**src/region_table_overlap_guard_assert.svh**
```systemverilog
// ---------------------------------------------------------------------------
// Region table overlap guard: assertion macros
// Clocked on i_clk, quiet while i_rst_n is low.
// ---------------------------------------------------------------------------
`ifndef REGION_TABLE_OVERLAP_GUARD_ASSERT_SVH
`define REGION_TABLE_OVERLAP_GUARD_ASSERT_SVH

// same-cycle implication
`define RTOG_CHECK(lbl, ante, cons, msg) \
    lbl: assert property (@(posedge i_clk) disable iff (!i_rst_n) (ante) |-> (cons)) \
        else $error(msg);

// next-cycle implication
`define RTOG_CHECK_NEXT(lbl, ante, cons, msg) \
    lbl: assert property (@(posedge i_clk) disable iff (!i_rst_n) (ante) |=> (cons)) \
        else $error(msg);

`endif

```
**src/rtog_pkg.sv**
```systemverilog
// ---------------------------------------------------------------------------
// Region table overlap guard package
// Table size, widths, command, status and failure codes, shared types.
// ---------------------------------------------------------------------------
package rtog_pkg;

    localparam int unsigned SLOTS   = 16;
    localparam int unsigned IDX_W   = (SLOTS > 1) ? $clog2(SLOTS) : 1;
    localparam int unsigned CNT_W   = $clog2(SLOTS + 1);
    localparam int unsigned ADDR_W  = 64;
    localparam int unsigned OWNER_W = 32;
    localparam int unsigned REG_W   = 2 * ADDR_W;
    localparam int unsigned MARK_W  = 2 * ADDR_W + OWNER_W;

    localparam logic [1:0] CMD_ADD    = 2'd0;
    localparam logic [1:0] CMD_CLAIM  = 2'd1;
    localparam logic [1:0] CMD_FREEZE = 2'd2;
    localparam logic [1:0] CMD_NOTE   = 2'd3;

    localparam logic [2:0] ST_OK        = 3'd0;
    localparam logic [2:0] ST_FULL      = 3'd1;
    localparam logic [2:0] ST_OVERLAP   = 3'd2;
    localparam logic [2:0] ST_BAD_INDEX = 3'd3;
    localparam logic [2:0] ST_OOB       = 3'd4;
    localparam logic [2:0] ST_LATE      = 3'd5;

    localparam logic [1:0] FAIL_NONE    = 2'd0;
    localparam logic [1:0] FAIL_OVERLAP = 2'd1;
    localparam logic [1:0] FAIL_OOB     = 2'd2;
    localparam logic [1:0] FAIL_LATE    = 2'd3;

    typedef struct packed {
        logic carry;
        logic gt0;
        logic gt1;
    } t_alu_flags;

endpackage

```
**src/rtog_alu.sv**
```systemverilog
// ---------------------------------------------------------------------------
// Region table shared arithmetic unit
// One 64-bit adder with carry out and two unsigned magnitude compares.
// ---------------------------------------------------------------------------
module rtog_alu (
    input  logic [rtog_pkg::ADDR_W-1:0] i_add_a,
    input  logic [rtog_pkg::ADDR_W-1:0] i_add_b,
    input  logic [rtog_pkg::ADDR_W-1:0] i_cmp0_a,
    input  logic [rtog_pkg::ADDR_W-1:0] i_cmp0_b,
    input  logic [rtog_pkg::ADDR_W-1:0] i_cmp1_b,
    output logic [rtog_pkg::ADDR_W-1:0] o_sum,
    output rtog_pkg::t_alu_flags        o_flags
);
    import rtog_pkg::*;

    logic [ADDR_W:0] w_sum;

    assign w_sum         = {1'b0, i_add_a} + {1'b0, i_add_b};
    assign o_sum         = w_sum[ADDR_W-1:0];
    assign o_flags.carry = w_sum[ADDR_W];
    assign o_flags.gt0   = (i_cmp0_a > i_cmp0_b);
    assign o_flags.gt1   = (w_sum[ADDR_W-1:0] > i_cmp1_b);

endmodule

```
**config.mk**
```make
export PLATFORM = sky130hd
export DESIGN_NAME = rtog_alu
export DESIGN_NICKNAME = d
export VERILOG_FILES = /design/src/region_table_overlap_guard_assert.svh /design/src/rtog_pkg.sv /design/src/rtog_alu.sv
export SDC_FILE = /design/constraint.sdc
export NUM_CORES = 1
export LEC_CHECK = 0
export ABC_AREA = 1
export ABC_CLOCK_PERIOD_IN_PS = 8160
export BUFFER_PORTS_ARGS = -buffer_cell sky130_fd_sc_hd__buf_2
export CORE_AREA = 2 2 148 150
export DETAILED_ROUTE_END_ITERATION = 8
export DIE_AREA = 0 0 150 152
export PLACE_DENSITY = 0.73
export SLEW_MARGIN = 15
export SYNTH_ARGS = -nofsm -noshare
export SYNTH_HDL_FRONTEND = slang
export SYNTH_SLANG_ARGS = --single-unit
```
**constraint.sdc**
```tcl
create_clock -name vclk -period 8.16
set_clock_uncertainty 0.2 [all_clocks]
set_input_delay 0.816 -clock vclk [all_inputs]
set_output_delay 0.816 -clock vclk [all_outputs]
set_load 0.02 [all_outputs]
```
==> metrics.txt <==
area fraction in and, or, nand and nor cells after synthesis 42.0%; final critical-path share of the clock period 67.3%; Vias per Instance 4.83; Iter 0 DRT Violations 715; final critical path time including I/O delays and setup 5490 ps; detailed-route wire length 36300 um; number of setup violations in the final report 0; sequential cell area fraction in the yosys report 0%; Sequential Area 0 um2; die area 22800 um2; Arrival @ worst endpoint 4480 ps; average routed wire per standard cell 14.8 um; global-route congestion overflow total 0; area fraction in compound gates after synthesis 9.26%; Slew headroom 64.4%; post_cts resized 0; achievable clock frequency 182 MHz; Pwr per Cell Area 83.6 nW/um2; final number of max-transition violations 0; pin count of the biggest net entering global routing 6; Post-Syn Area per Cell 5.12 um2; path type of the worst setup path input pin to output port; TNS Setup 0 ps; share of cell area taken by muxes after synthesis 0%; Net Count, Synth 2294; Cell variety after synth 29; most common cell after layout, fill and taps aside sky130_fd_sc_hd__nand2_1; outcome finished, final reports clean; remaining number of nets flagged by the antenna check after routing 0; number of cells on the worst hold path 3; total setup buffers inserted after CTS 0; Die Ht 152 um; ratio of cells with drive above 1 in the final layout 19.7%; unrepaired setup endpoints after global routing no; combinational family with the most area after synthesis simple AND/OR/NAND/NOR gates; number of standard-cell rows in the floorplan 54; VDD IR max 0.0594 mV; die span in x 150 um; routed via count 11900; number of placed instances, taps included 2448; crit path capture type output port; commonest cells after routing, fill and taps aside sky130_fd_sc_hd__nand2_1 (657), sky130_fd_sc_hd__inv_1 (447), sky130_fd_sc_hd__buf_2 (387), sky130_fd_sc_hd__ha_1 (192), sky130_fd_sc_hd__nor2_1 (155); router iterations before antenna repair 6; via count of the first global-routing pass 11300; transition time of the tightest slew-check pin 529 ps; synthesized-area fraction occupied by xor and xnor cells 3.74%; antenna violations before repair 7; number of buffers added on ports 387; final core utilization 53.5%; Post-Synthesis Cell Area 9130 um2; arithmetic-cell share of the synthesized area counting full adders, half adders and majority gates 26.5%; reported max-cap violation count 0; Critical Path Source Type input pin; Seq cells 0; DPL Wire Length 33700 um; leakage power total 7.94 nW; Starting Density 42.7%; area of the core region 21400 um2; Synthesis Warnings 0; Required @ worst endpoint 7140 ps; filler-free cell count of the finished design 2455; worst hold path class input pin to output port; drt drc 0; number of nets in the finished design 2683; sum of internal, switching and leakage power 0.955 mW; Fin. Hold Viols 0; # hold bufs at CTS 0; synthesized netlist cell count 1781; Layout Area Growth over Synthesis 25.3%; critical-path maximum fanout 4; final weighted congestion in routability-driven placement 1.05; wire length of the first global-routing pass 55100 um; count of clock-net buffers in the final layout 0; global-route usage over all layers 30.4%; IO Pins 387
worst paths after layout:
check / start / endpoint / slack, ps
worst min-delay path: i_add_b[0] / o_sum[0] / 1800
worst max-delay path: i_add_a[0] / o_flags[0] / 2670
per-layer routing:
layer / routed length [um] / global-route usage, %
met1: 15400 / 38.4
met2: 16800 / 52.9
met3: 2800 / 3.48
met4: 1340 / 11.0
met5: 0 / 0
report_power, final:
part           switching, mW  internal, mW
logic                  0.616         0.339
registers                  0             0
clock network              0   0.000000115
total                  0.616         0.339
kinds of logic after synthesis:
group	count (synthesis)
buf+inv	448
simple gates	941
xor+xnor	39
fa+ha+maj	193
compound gates	160
cells in the mapped netlist, types with 2 or more instances:
cell / number / area [um2]
sky130_fd_sc_hd__o21bai_1: 2 / 15.0
sky130_fd_sc_hd__and2_1: 2 / 12.5
sky130_fd_sc_hd__nand3_1: 57 / 285
sky130_fd_sc_hd__nand3_2: 10 / 100
sky130_fd_sc_hd__o21ai_0: 27 / 135
sky130_fd_sc_hd__nand2_1: 657 / 2470
sky130_fd_sc_hd__nor2_1: 155 / 582
sky130_fd_sc_hd__nand4_1: 18 / 113
sky130_fd_sc_hd__nor4_1: 3 / 18.8
sky130_fd_sc_hd__a21o_1: 4 / 30.0
sky130_fd_sc_hd__o21ai_1: 3 / 15.0
sky130_fd_sc_hd__and3_1: 2 / 12.5
sky130_fd_sc_hd__o21a_1: 8 / 60.1
sky130_fd_sc_hd__a21oi_1: 113 / 566
sky130_fd_sc_hd__inv_1: 447 / 1680
sky130_fd_sc_hd__nor2_2: 7 / 43.8
sky130_fd_sc_hd__nor3_1: 8 / 40.0
sky130_fd_sc_hd__xor2_1: 38 / 333
sky130_fd_sc_hd__nor3_2: 6 / 60.1
sky130_fd_sc_hd__nand2_2: 14 / 87.6
sky130_fd_sc_hd__ha_1: 192 / 2400
worst max-delay path, cell delays in order:
cell and delay, ps:
sky130_fd_sc_hd__buf_2 80, sky130_fd_sc_hd__ha_1 210, sky130_fd_sc_hd__inv_1 70, sky130_fd_sc_hd__fa_1 430, sky130_fd_sc_hd__nor2_1 150, sky130_fd_sc_hd__o21ai_1 80, sky130_fd_sc_hd__nand2_2 130, sky130_fd_sc_hd__nand2_1 70
sky130_fd_sc_hd__nand2_1 170, sky130_fd_sc_hd__nand2_1 90, sky130_fd_sc_hd__nand2_2 130, sky130_fd_sc_hd__nand2_1 120, sky130_fd_sc_hd__nand3_1 80, sky130_fd_sc_hd__nand2_1 100, sky130_fd_sc_hd__ha_1 290, sky130_fd_sc_hd__nand2_1 60
sky130_fd_sc_hd__nor3_1 420, sky130_fd_sc_hd__nand4_1 350, sky130_fd_sc_hd__nor2_1 220, sky130_fd_sc_hd__nand2_1 70, sky130_fd_sc_hd__a21oi_1 150, sky130_fd_sc_hd__buf_2 190
layout make-up:
| type | count | area, um2 |
|---|---|---|
| inverters | 448 | 1680 |
| repair buffers | 387 | 1940 |
| multi-input cells | 1333 | 7440 |
| diodes | 7 | 17.5 |
| well taps | 280 | 350 |
| fillers | 2426 | 9920 |
metrics by stage:
stage	cell area [um2]	hold slack [ps]	setup WS, ps
after floorplan	9130	1650	3570
after global placement	11400	1790	2850
after detailed placement	11400	1800	2740
after CTS	11400	1810	2720
after global routing	11400	1820	2350
final	11400	1800	2670
(Power assumes the default switching activity.)
