### src/region_table_overlap_guard_assert.svh
// ---------------------------------------------------------------------------
// Region table overlap guard: assertion macros
// Clocked on i_clk, quiet while i_rst_n is low.
// ---------------------------------------------------------------------------
`ifndef REGION_TABLE_OVERLAP_GUARD_ASSERT_SVH
`define REGION_TABLE_OVERLAP_GUARD_ASSERT_SVH

// same-cycle implication
`define RTOG_CHECK(lbl, ante, cons, msg) \
    lbl: assert property (@(posedge i_clk) disable iff (!i_rst_n) (ante) |-> (cons)) \
        else $error(msg);

// next-cycle implication
`define RTOG_CHECK_NEXT(lbl, ante, cons, msg) \
    lbl: assert property (@(posedge i_clk) disable iff (!i_rst_n) (ante) |=> (cons)) \
        else $error(msg);

`endif

### src/rtog_ram.sv
// ---------------------------------------------------------------------------
// Generic RAM
// One write port, one read port, registered read data.
// ---------------------------------------------------------------------------
module rtog_ram #(
    parameter int unsigned WIDTH = 8,
    parameter int unsigned DEPTH = 16
) (
    input  logic                                      i_clk,
    input  logic                                      i_we,
    input  logic [((DEPTH > 1) ? $clog2(DEPTH) : 1)-1:0] i_waddr,
    input  logic [WIDTH-1:0]                          i_wdata,
    input  logic [((DEPTH > 1) ? $clog2(DEPTH) : 1)-1:0] i_raddr,
    output logic [WIDTH-1:0]                          o_rdata
);

    logic [WIDTH-1:0] r_mem [DEPTH];
    logic [WIDTH-1:0] r_rdata;

    always_ff @(posedge i_clk) begin
        if (i_we) begin
            r_mem[i_waddr] <= i_wdata;
        end
        r_rdata <= r_mem[i_raddr];
    end

    assign o_rdata = r_rdata;

endmodule

### config.mk
export PLATFORM = sky130hd
export DESIGN_NAME = rtog_ram
export DESIGN_NICKNAME = d
export VERILOG_FILES = /design/src/region_table_overlap_guard_assert.svh /design/src/rtog_ram.sv
export SDC_FILE = /design/constraint.sdc
export NUM_CORES = 1
export LEC_CHECK = 0
export BUFFER_PORTS_ARGS = -buffer_cell sky130_fd_sc_hd__buf_2
export CELL_PAD_IN_SITES_DETAIL_PLACEMENT = 0
export CELL_PAD_IN_SITES_GLOBAL_PLACEMENT = 1
export CORE_ASPECT_RATIO = 0.5
export CORE_MARGIN = 10
export CORE_UTILIZATION = 47
export CTS_CLUSTER_DIAMETER = 200
export DETAILED_ROUTE_END_ITERATION = 6
export MAX_ROUTING_LAYER = met4
export PLACE_DENSITY_LB_ADDON = 0.1
export REMOVE_ABC_BUFFERS = 1
export SETUP_SLACK_MARGIN = 0.2
export SYNTH_ARGS = -nofsm -noshare
export SYNTH_HDL_FRONTEND = slang
export SYNTH_SLANG_ARGS = --single-unit
### constraint.sdc
create_clock -name i_clk -period 1.7 [get_ports i_clk]
set_clock_uncertainty 0.05 [all_clocks]
set_input_delay 0.255 -clock i_clk [delete_from_list [all_inputs] [get_ports i_clk]]
set_output_delay 0.255 -clock i_clk [all_outputs]
set_load 0.02 [all_outputs]
==> results of run 1 <==
[cells in the mapped netlist]
library cell,count
clkdlybuf4s25_2,3
dfxtp_1,8
a22oi_1,16
buf_2,3
buf_6,3
nor2_1,13
edfxtp_1,128
nor3_1,4
and2_1,1
mux4_1,14
and2b_1,1
mux4_2,18
nand2_1,9
or3b_2,1
nand2b_1,2
nor2b_1,1
nand3b_1,2
nand3_1,1
buf_4,1
[registers in the layout, summed over array words and instances (netlist names)]
| register | cells |
|---|---|
| o_rdata | 8 |
| r_mem | 128 |
[metrics by stage]
step	area, um2	cells	TNS (ns)	power (uW)	utilization (%)
after floorplan	5060	219	-0.783	4010	-
after global placement	5570	409	-0.541	4230	53.4
after detailed placement	5570	409	-0.620	4240	53.4
after CTS	6120	441	0	7640	58.6
after global routing	6140	441	0	7840	58.8
final	6140	441	0	7560	58.8
[layer usage]
| metal | global-route usage [%] | routed length (um) | up-vias |
|---|---|---|---|
| met2 | 20.8 | 4740 | 71 |
| met3 | 4.30 | 600 | 8 |
| li1 | - | - | 1096 |
| met4 | 4.54 | 49 | 0 |
| met5 | - | 0 | - |
| met1 | 19.0 | 4990 | 1300 |
[where the power goes]
part	switching (uW)	total, uW	leakage, uW	internal (uW)
Combinational	230	393	0.000610	163
Clock	1260	3390	0.000273	2130
Sequential	26.3	3780	0.00122	3750
[worst max path at each step]
stage	start	end	cells past startpoint
after detailed placement	i_raddr[0]	o_rdata[2]$_DFF_P_	6
after global routing	r_mem[1][2]$_DFFE_PP_	o_rdata[2]$_DFF_P_	3
after CTS	r_mem[5][1]$_DFFE_PP_	o_rdata[1]$_DFF_P_	3
final	r_mem[11][7]$_DFFE_PP_	o_rdata[7]$_DFF_P_	3
after global placement	i_raddr[0]	o_rdata[2]$_DFF_P_	6
after floorplan	i_waddr[2]	r_mem[0][0]$_DFFE_PP_	2
[cell usage in the layout (no fill, tap or decap), types with 2 or more instances in the layout]
master	count
edfxtp_1	128
nand3b_1	2
bufinv_16	2
mux4_2	18
clkbuf_1	4
clkbuf_16	17
nor3_1	4
dfxtp_1	8
buf_12	2
buf_2	25
nor2_1	13
a22oi_2	3
nand2b_1	2
clkinv_1	2
clkinv_2	6
nand2_1	9
mux4_1	14
buf_4	23
a22oi_1	13
[kinds of logic (layout without fill, tap and decap cells)]
| kind of cell | count (synthesis) | count (layout) | synth area share [%] |
|---|---|---|---|
| DFF | 136 | 136 | 77.8 |
| muxes | 32 | 32 | 15.0 |
| buffers and inverters | 10 | 82 | 1.68 |
| and+or+nand+nor | 35 | 35 | 3.18 |
| AOI/OAI and AO/OA | 16 | 16 | 2.33 |
[final cells by class]
class                   count  area (um2)
well taps                 140         175
fillers                   773        4310
multi-input cells          83        1070
repair buffers             50         338
clock inverters            11         106
clock buffers              21         440
flip-flops and latches    136        4000
[worst max-delay path: cells and delay by family (launching register included)]
family	cells	cell delay [ns]
muxes	1	0.46
and+or+nand+nor	1	0.09
DFF	1	0.35
AOI/OAI and AO/OA	1	0.36
==> impl_metrics.env, run 1 <==
export IMPL_syn_area_um2=5150
export IMPL_drtPass1Iterations=4
export IMPL_powerDensity_nw_per_um2=1230
export IMPL_cp_data_arrival_time_ns=1.66
export IMPL_grt_overflow_total=0
export IMPL_post_cts_resize_count=0
export IMPL_rsz0062_at_grt="false"
export IMPL_ant_nets=0
export IMPL_whs_ns=0.200
export IMPL_critPathMaxStageDelay_ns=0.46
export IMPL_worstSetupPathType="flop to flop"
export IMPL_synth_top_cell_by_area="edfxtp_1"
export IMPL_htreeDepth=4
export IMPL_ios=26
export IMPL_port_buffers=25
export IMPL_reg2reg_depth=3
export IMPL_grt_usage_pct=14.3
export IMPL_holdBufCountCts=0
export IMPL_gp_congestion=0.765
export IMPL_num_antenna_cells=0
export IMPL_num_rows=26
export IMPL_slew_headroom_pct=46.6
export IMPL_cts_buffer_depth=2
export IMPL_cp_start_kind="flop"
export IMPL_postSynthAreaPerCell_um2=22.5
export IMPL_antenna_found_initial=0
export IMPL_post_cts_buffers=0
export IMPL_synth_cells=229
export IMPL_drc=0
export IMPL_fin_ws_ns=0.261
export IMPL_hold_class="primary input to flop"
export IMPL_slew_violations=0
export IMPL_worst_path_max_fanout=1
export IMPL_holdPathEnd="r_mem[7][7]$_DFFE_PP_"
export IMPL_clk_pin_slew_ns=0.05
export IMPL_synth_top_cell_area_share_pct=74.7
export IMPL_design_die_area_um2=15800
export IMPL_cts_sinks=136
export IMPL_initial_core_util_pct=49.3
export IMPL_synthTopCellsByArea="edfxtp_1, mux4_2, mux4_1"
export IMPL_ys_seq_area_share_pct=77.8
export IMPL_drive_above_1_share_pct=32.6
export IMPL_setup_viol=0
export IMPL_cts_made_buffers=17
export IMPL_post_drt_wl_per_cell_um=23.5
export IMPL_path_cells="mux4_2, a22oi_1, nand2_1"
export IMPL_worst_pin_slew_ns=0.799
export IMPL_hold_depth=1
export IMPL_cp_end_kind="flop"
export IMPL_status="completed"
export IMPL_ys_warn_count=0
export IMPL_core_area_um2=10400
export IMPL_finalHoldViolCount=0
export IMPL_dr_first_iter_drc_count=225
export IMPL_dpl_worst_slack_ns=-0.172
export IMPL_ir_worst_vdd_mv=0.722
export IMPL_grt_pass1_wl_um=15900
export IMPL_vias=2475
export IMPL_final_min_clock_period_ns=1.44
export IMPL_yosysUniqueCellTypes=19
export IMPL_finalCritPeriodShare_pct=84.6
export IMPL_ys_ff_latch=136
export IMPL_critical_path_required_ns=1.92
export IMPL_r2r_start="r_mem[11][7]$_DFFE_PP_"
export IMPL_hold_path_startpoint="i_wdata[7]"
export IMPL_timing_rr_end="o_rdata[7]$_DFF_P_"
export IMPL_max_freq_ghz=0.695
export IMPL_root_buffer="clkbuf_16"
export IMPL_die_h_um=94
export IMPL_fin_nets=306
export IMPL_cap_violations=0
export IMPL_grt_pass1_vias=2616
export IMPL_rrSetupSlack_ns=0.26
export IMPL_dp_hpwl_um=6710
export IMPL_viasPerCell=5.61
export IMPL_cpMaxStageDelayCell="mux4_2"
export IMPL_drt_total_wl_um=10400
export IMPL_leakagePower_uw=0.00211
export IMPL_grt_start_max_net_pins=33
export IMPL_insertion_delay_ns=0.40
export IMPL_die_x_um=168
export IMPL_syn2layout_area_growth_pct=19.2
export IMPL_tritoncts="done"
Power figures use the tool's default switching activity.
==> inputs of run 2 (changes only) <==
Clock period 1.7 ns to 1.38 ns, I/O delays scaled along.
==> run 2 against run 1 <==
Compared with the run above:
- the flow now finishes with violations (setup timing)
- power is 27% higher
- clock-buffer cell count is 4 lower
- sequential share of layout area is 0.83 points lower
- sequential power is 23% higher
- global-route usage is 0.27 points higher
- register-to-register slack worse by 0.28 ns
- core utilization is 0.78 points higher
- wire length is 3.2% higher
- critical path type unchanged
- largest power group unchanged
==> impl_metrics.env, run 2 (same netlist as run 1, synthesis figures left out) <==
export IMPL_num_antenna_cells=0
export IMPL_cts_buffer_depth=2
export IMPL_max_freq_ghz=0.717
export IMPL_largest_reg_flops=128
export IMPL_drt_total_wl_um=10700
export IMPL_grt_pass1_wl_um=16300
export IMPL_cp_start_kind="flop"
export IMPL_grt_usage_pct=14.6
export IMPL_critical_path_required_ns=1.61
export IMPL_design_die_area_um2=15800
export IMPL_core_area_um2=10400
export IMPL_cap_violations=0
export IMPL_largest_register="r_mem"
export IMPL_dp_hpwl_um=6830
export IMPL_violations="setup timing"
export IMPL_port_buffers=25
export IMPL_insertion_delay_ns=0.41
export IMPL_p_sw_share_pct=20.6
export IMPL_mostFrequentLayoutCells="edfxtp_1, buf_4, mux4_2, buf_2, clkbuf_16"
export IMPL_worstSetupPathType="flop to flop"
export IMPL_post_drt_wl_per_cell_um=24.1
export IMPL_vias=2451
export IMPL_initial_core_util_pct=49.3
export IMPL_cts_sinks=136
export IMPL_worstSetupStartpoint="r_mem[10][4]$_DFFE_PP_"
export IMPL_dpl_worst_slack_ns=-0.401
export IMPL_p_int_uw=7650
export IMPL_setup_viol=2
export IMPL_antenna_found_initial=0
export IMPL_grt_overflow_total=0
export IMPL_slew_headroom_pct=41.5
export IMPL_worst_path_max_fanout=1
export IMPL_die_x_um=168
export IMPL_fin_nets=311
export IMPL_grt_start_max_net_pins=24
export IMPL_status="finished, violations left"
export IMPL_tritoncts="done"
export IMPL_grt_pass1_vias=2647
export IMPL_die_h_um=94
export IMPL_fill_cells=770
export IMPL_slew_violations=0
export IMPL_switching_power_uw=1980
export IMPL_drive_above_1_share_pct=40.3
export IMPL_r2r_start="r_mem[10][4]$_DFFE_PP_"
export IMPL_p_comb_share_pct=5.5
export IMPL_layout_commonest_cell="edfxtp_1"
export IMPL_cts_made_buffers=17
export IMPL_powerDensity_nw_per_um2=1550
export IMPL_viasPerCell=5.51
export IMPL_root_buffer="clkbuf_16"
export IMPL_htreeDepth=4
export IMPL_post_cts_buffers=0
export IMPL_syn2layout_area_growth_pct=20.8
export IMPL_dr_first_iter_drc_count=251
export IMPL_fin_ws_ns=-0.0150
export IMPL_num_rows=26
export IMPL_ir_worst_vdd_mv=0.884
export IMPL_hold_path_startpoint="i_wdata[6]"
export IMPL_final_min_clock_period_ns=1.39
export IMPL_ant_nets=0
export IMPL_power_frac_seq_pct=48.2
export IMPL_final_core_util_pct=59.5
export IMPL_cp_data_arrival_time_ns=1.63
export IMPL_clk_pin_slew_ns=0.06
export IMPL_cp_end_kind="flop"
export IMPL_p_clk_share_pct=46.3
export IMPL_ios=26
export IMPL_finalCritPeriodShare_pct=101
export IMPL_drc=0
export IMPL_gp_congestion=0.789
export IMPL_worst_pin_slew_ns=0.875
export IMPL_leakagePower_uw=0.00209
export IMPL_finalHoldViolCount=0
export IMPL_hold_class="primary input to flop"
export IMPL_rsz0062_at_grt="true"
export IMPL_drtPass1Iterations=4
==> run 2: cell types whose count changed in the layout (fill, tap and decap cells not counted), sizes merged <==
cell / previous run / this run
inv: 0 / 1
clkbuf: 21 / 17
clkinv: 9 / 5
buf: 50 / 55
bufinv: 2 / 3
clkinvlp: 0 / 5
==> run 2: cell type report <==
type | count | area [um2] | area share (%)
sequential | 136 | 4010 | 64.4
multi-input combinational | 83 | 1060 | 17.1
clock buffer | 17 | 425 | 6.84
timing repair buffer | 55 | 389 | 6.26
tap | 140 | 175 | 2.82
clock inverter | 14 | 158 | 2.54
==> run 2: power groups by stage <==
stage	Clock (uW)	Sequential, uW	Combinational, uW
4_1_cts	4540	4650	528
3_3_place_gp	0	4730	493
2_1_floorplan	0	4760	185
3_5_place_dp	0	4730	501
6_report	4460	4650	530
5_1_grt	4730	4650	572
==> run 2: path summary, 6_finish.rpt <==
kind                      endpoint  slack [ns]  cells past startpoint
max             o_rdata[4]$_DFF_P_       -0.01                      3
max reg2reg     o_rdata[4]$_DFF_P_       -0.01                      3
min reg2reg     o_rdata[2]$_DFF_P_        0.63                      3
min          r_mem[1][6]$_DFFE_PP_        0.14                      1
==> run 2: timing repair <==
item                                    in CTS  in global routing
endpoints found under the setup margin      10                 11
hold buffers                                 0                  0
pin swaps                                    8                  2
resized for setup                           20                  6
==> run 2: metal layers <==
| metal | wire (um) | track usage, % | vias up | share of wire [%] |
|---|---|---|---|---|
| met5 | 0 | - | - | 0 |
| met3 | 773 | 4.55 | 5 | 7.2 |
| li1 | - | - | 1093 | - |
| met4 | 36 | 4.83 | 0 | 0.34 |
| met2 | 4850 | 20.4 | 78 | 45 |
| met1 | 5050 | 19.8 | 1275 | 47 |
==> run 2: critical path, stage by stage (launching register included) <==
cell and delay (ns):
edfxtp_1 0.37, mux4_2 0.47, a22oi_2 0.27, nand2_2 0.11
==> run 2: per-stage QoR <==
stage               area (um2)  power [uW]  cells  hold slack (ns)  setup TNS [ns]
detailed placement        5610        5230    414            0.570           -6.74
global route              6220        9950    445            0.144          -0.168
floorplan                 5060        4940    219            0.256           -7.17
global placement          5610        5220    414            0.553           -6.22
finish                    6220        9640    445            0.144         -0.0199
CTS                       6200        9710    445            0.133        -0.00203
==> inputs of run 3 (changes only) <==
Settings changed: ABC_AREA set to 1.
==> run 3 against run 2 <==
Compared with the run above:
- the run now ends clean
- synthesized area up 12%
- combinational power up 27%
- power down 1.1%
- register-to-register slack better by 0.32 ns
- critical path depth down 2
- global-route usage up 1.9 points
- highest routed layer unchanged
==> impl_metrics.env, run 3 <==
export IMPL_finalHoldViolCount=0
export IMPL_power_frac_seq_pct=48.9
export IMPL_insertion_delay_ns=0.41
export IMPL_worst_pin_slew_ns=0.395
export IMPL_synthArstFlopShare_pct=0
export IMPL_rsz0062_at_grt="false"
export IMPL_clk_pin_slew_ns=0.06
export IMPL_cts_buffer_depth=2
export IMPL_leakagePower_uw=0.00302
export IMPL_grt_start_max_net_pins=48
export IMPL_p_total_uw=9530
export IMPL_timing_rr_end="o_rdata[5]$_DFF_P_"
export IMPL_post_drt_wl_per_cell_um=17.2
export IMPL_grt_overflow_total=0
export IMPL_postSynthAreaPerCell_um2=10.5
export IMPL_finalCritPeriodShare_pct=83.7
export IMPL_antenna_found_initial=0
export IMPL_dr_first_iter_drc_count=213
export IMPL_num_rows=28
export IMPL_slew_violations=0
export IMPL_r2r_start="r_mem[1][5]$_DFFE_PP_"
export IMPL_tritoncts="done"
export IMPL_setup_viol=0
export IMPL_ys_ff_latch=136
export IMPL_grt_pass1_vias=3639
export IMPL_largest_reg_flops=128
export IMPL_vias=3778
export IMPL_critPathMaxStageDelay_ns=0.37
export IMPL_synth_top_cell_by_area="edfxtp_1"
export IMPL_layout_commonest_cell="nand2_1"
export IMPL_fin_ws_ns=0.225
export IMPL_post_cts_buffers=0
export IMPL_rrSetupSlack_ns=0.31
export IMPL_die_x_um=177
export IMPL_final_min_clock_period_ns=1.15
export IMPL_path_buf_inv=1
export IMPL_powerDensity_nw_per_um2=1380
export IMPL_num_antenna_cells=0
export IMPL_holdPathEnd="r_mem[2][2]$_DFFE_PP_"
export IMPL_cp_num_cells=1
export IMPL_cp_data_arrival_time_ns=0.90
export IMPL_p_sw_share_pct=21.7
export IMPL_mostFrequentLayoutCells="nand2_1, edfxtp_1, inv_1, nand3_1, buf_4"
export IMPL_synth_edff_count=128
export IMPL_cap_violations=0
export IMPL_ios=26
export IMPL_largest_register="r_mem"
export IMPL_root_buffer="clkbuf_16"
export IMPL_syn_area_um2=5770
export IMPL_p_int_uw=7470
export IMPL_yosysUniqueCellTypes=12
export IMPL_drt_total_wl_um=13500
export IMPL_htreeDepth=4
export IMPL_slew_headroom_pct=73.7
export IMPL_synth_top_cell_area_share_pct=66.7
export IMPL_hold_path_startpoint="i_wdata[2]"
export IMPL_p_comb_share_pct=7.0
export IMPL_ys_warn_count=0
export IMPL_cp_end_kind="output port"
export IMPL_synthFlopType="edfxtp_1"
export IMPL_drc=0
export IMPL_ys_seq_area_share_pct=69.4
export IMPL_core_area_um2=11900
export IMPL_path_cells="buf_6"
export IMPL_worstSetupPathType="flop to output port"
export IMPL_hold_class="primary input to flop"
export IMPL_drive_above_1_share_pct=15.6
export IMPL_fin_nets=626
export IMPL_ant_nets=0
export IMPL_port_buffers=25
export IMPL_cts_sinks=136
export IMPL_yosysMostFrequentCell="nand2_1"
export IMPL_design_die_area_um2=17400
export IMPL_cts_made_buffers=17
export IMPL_placed_cell_area_um2=6300
export IMPL_dpl_worst_slack_ns=-0.0539
export IMPL_initial_core_util_pct=48.4
export IMPL_viasPerCell=4.81
export IMPL_worstSetupStartpoint="o_rdata[0]$_DFF_P_"
export IMPL_reg2reg_depth=6
export IMPL_grt_pass1_wl_um=20700
export IMPL_critical_path_required_ns=1.12
export IMPL_switching_power_uw=2070
export IMPL_crit_family="flip-flops"
export IMPL_gp_congestion=0.837
export IMPL_synth_commonest_cells="nand2_1, edfxtp_1, inv_1"
export IMPL_dp_hpwl_um=8710
export IMPL_whs_ns=0.168
export IMPL_syn2layout_area_growth_pct=19.5
export IMPL_status="completed"
export IMPL_final_area_um2=6890
export IMPL_p_clk_share_pct=44.1
export IMPL_hold_depth=1
export IMPL_synthTopCellsByArea="edfxtp_1, nand2_1, nand3_1"
export IMPL_cp_start_kind="flop"
export IMPL_max_freq_ghz=0.866
export IMPL_die_h_um=98.3
export IMPL_grt_usage_pct=16.5
export IMPL_drtPass1Iterations=5
export IMPL_ir_worst_vdd_mv=0.663
export IMPL_dp_cells=754
export IMPL_synth_cells=551
export IMPL_cpMaxStageDelayCell="dfxtp_2"
export IMPL_instances_no_fill=786
export IMPL_worst_path_max_fanout=1
## run 3: cell types whose count changed after synthesis, moves of 3 or more
cell             delta
a22oi_1            -16
buf_2              +10
buf_4               +3
buf_6               +3
clkdlybuf4s25_2     -3
inv_1             +100
mux4_1             -14
mux4_2             -18
nand2_1           +164
nand3_1            +96
nor2_1              +4
nor3_1              -4
## run 3: how the worst max path moves through the flow
stage	endpoint	slack, ns
floorplan	o_rdata[2]$_DFF_P_	0.14
global placement	o_rdata[3]$_DFF_P_	-0.03
detailed placement	o_rdata[3]$_DFF_P_	-0.05
CTS	o_rdata[2]	0.20
global route	o_rdata[1]	0.20
finish	o_rdata[0]	0.23
## run 3: power groups by stage
stage	logic, uW	clock network (uW)	registers, uW
after floorplan	249	0	4760
after global placement	660	0	4730
after detailed placement	660	0	4740
after CTS	672	4260	4650
after global routing	747	4430	4660
final	671	4200	4660
## run 3: per-layer routing
layer | routed length (um) | vias up | GRT usage (%)
met2 | 6060 | 76 | 24.1
met1 | 6680 | 1804 | 22.6
met4 | 125 | 0 | 5.14
met3 | 635 | 11 | 3.38
li1 | - | 1887 | -
met5 | 0 | - | -
## run 3: per-stage QoR
stage	TNS, ns	utilization (%)
2_1_floorplan	0	-
3_3_place_gp	-0.0349	52.9
3_5_place_dp	-0.0539	52.9
4_1_cts	0	57.7
5_1_grt	0	57.9
6_report	0	57.9
## run 3: final cells by class
| type | count | area, um2 |
|---|---|---|
| fill | 1050 | 5020 |
| sequential | 136 | 4010 |
| multi-input combinational | 289 | 1220 |
| timing repair buffer | 62 | 514 |
| clock buffer | 24 | 482 |
| inverter | 102 | 383 |
| tap | 165 | 206 |
| clock inverter | 8 | 73.8 |
## run 3: cell families after synthesis
kind of cell | after synthesis | synth area share, %
flops | 136 | 69.4
buf+inv | 126 | 9.52
simple gates | 289 | 21.0
## run 3: timing repair
action                     4_1_cts  5_1_grt
resized for setup                7        7
hold buffers                     0        0
setup endpoints to repair        4        6
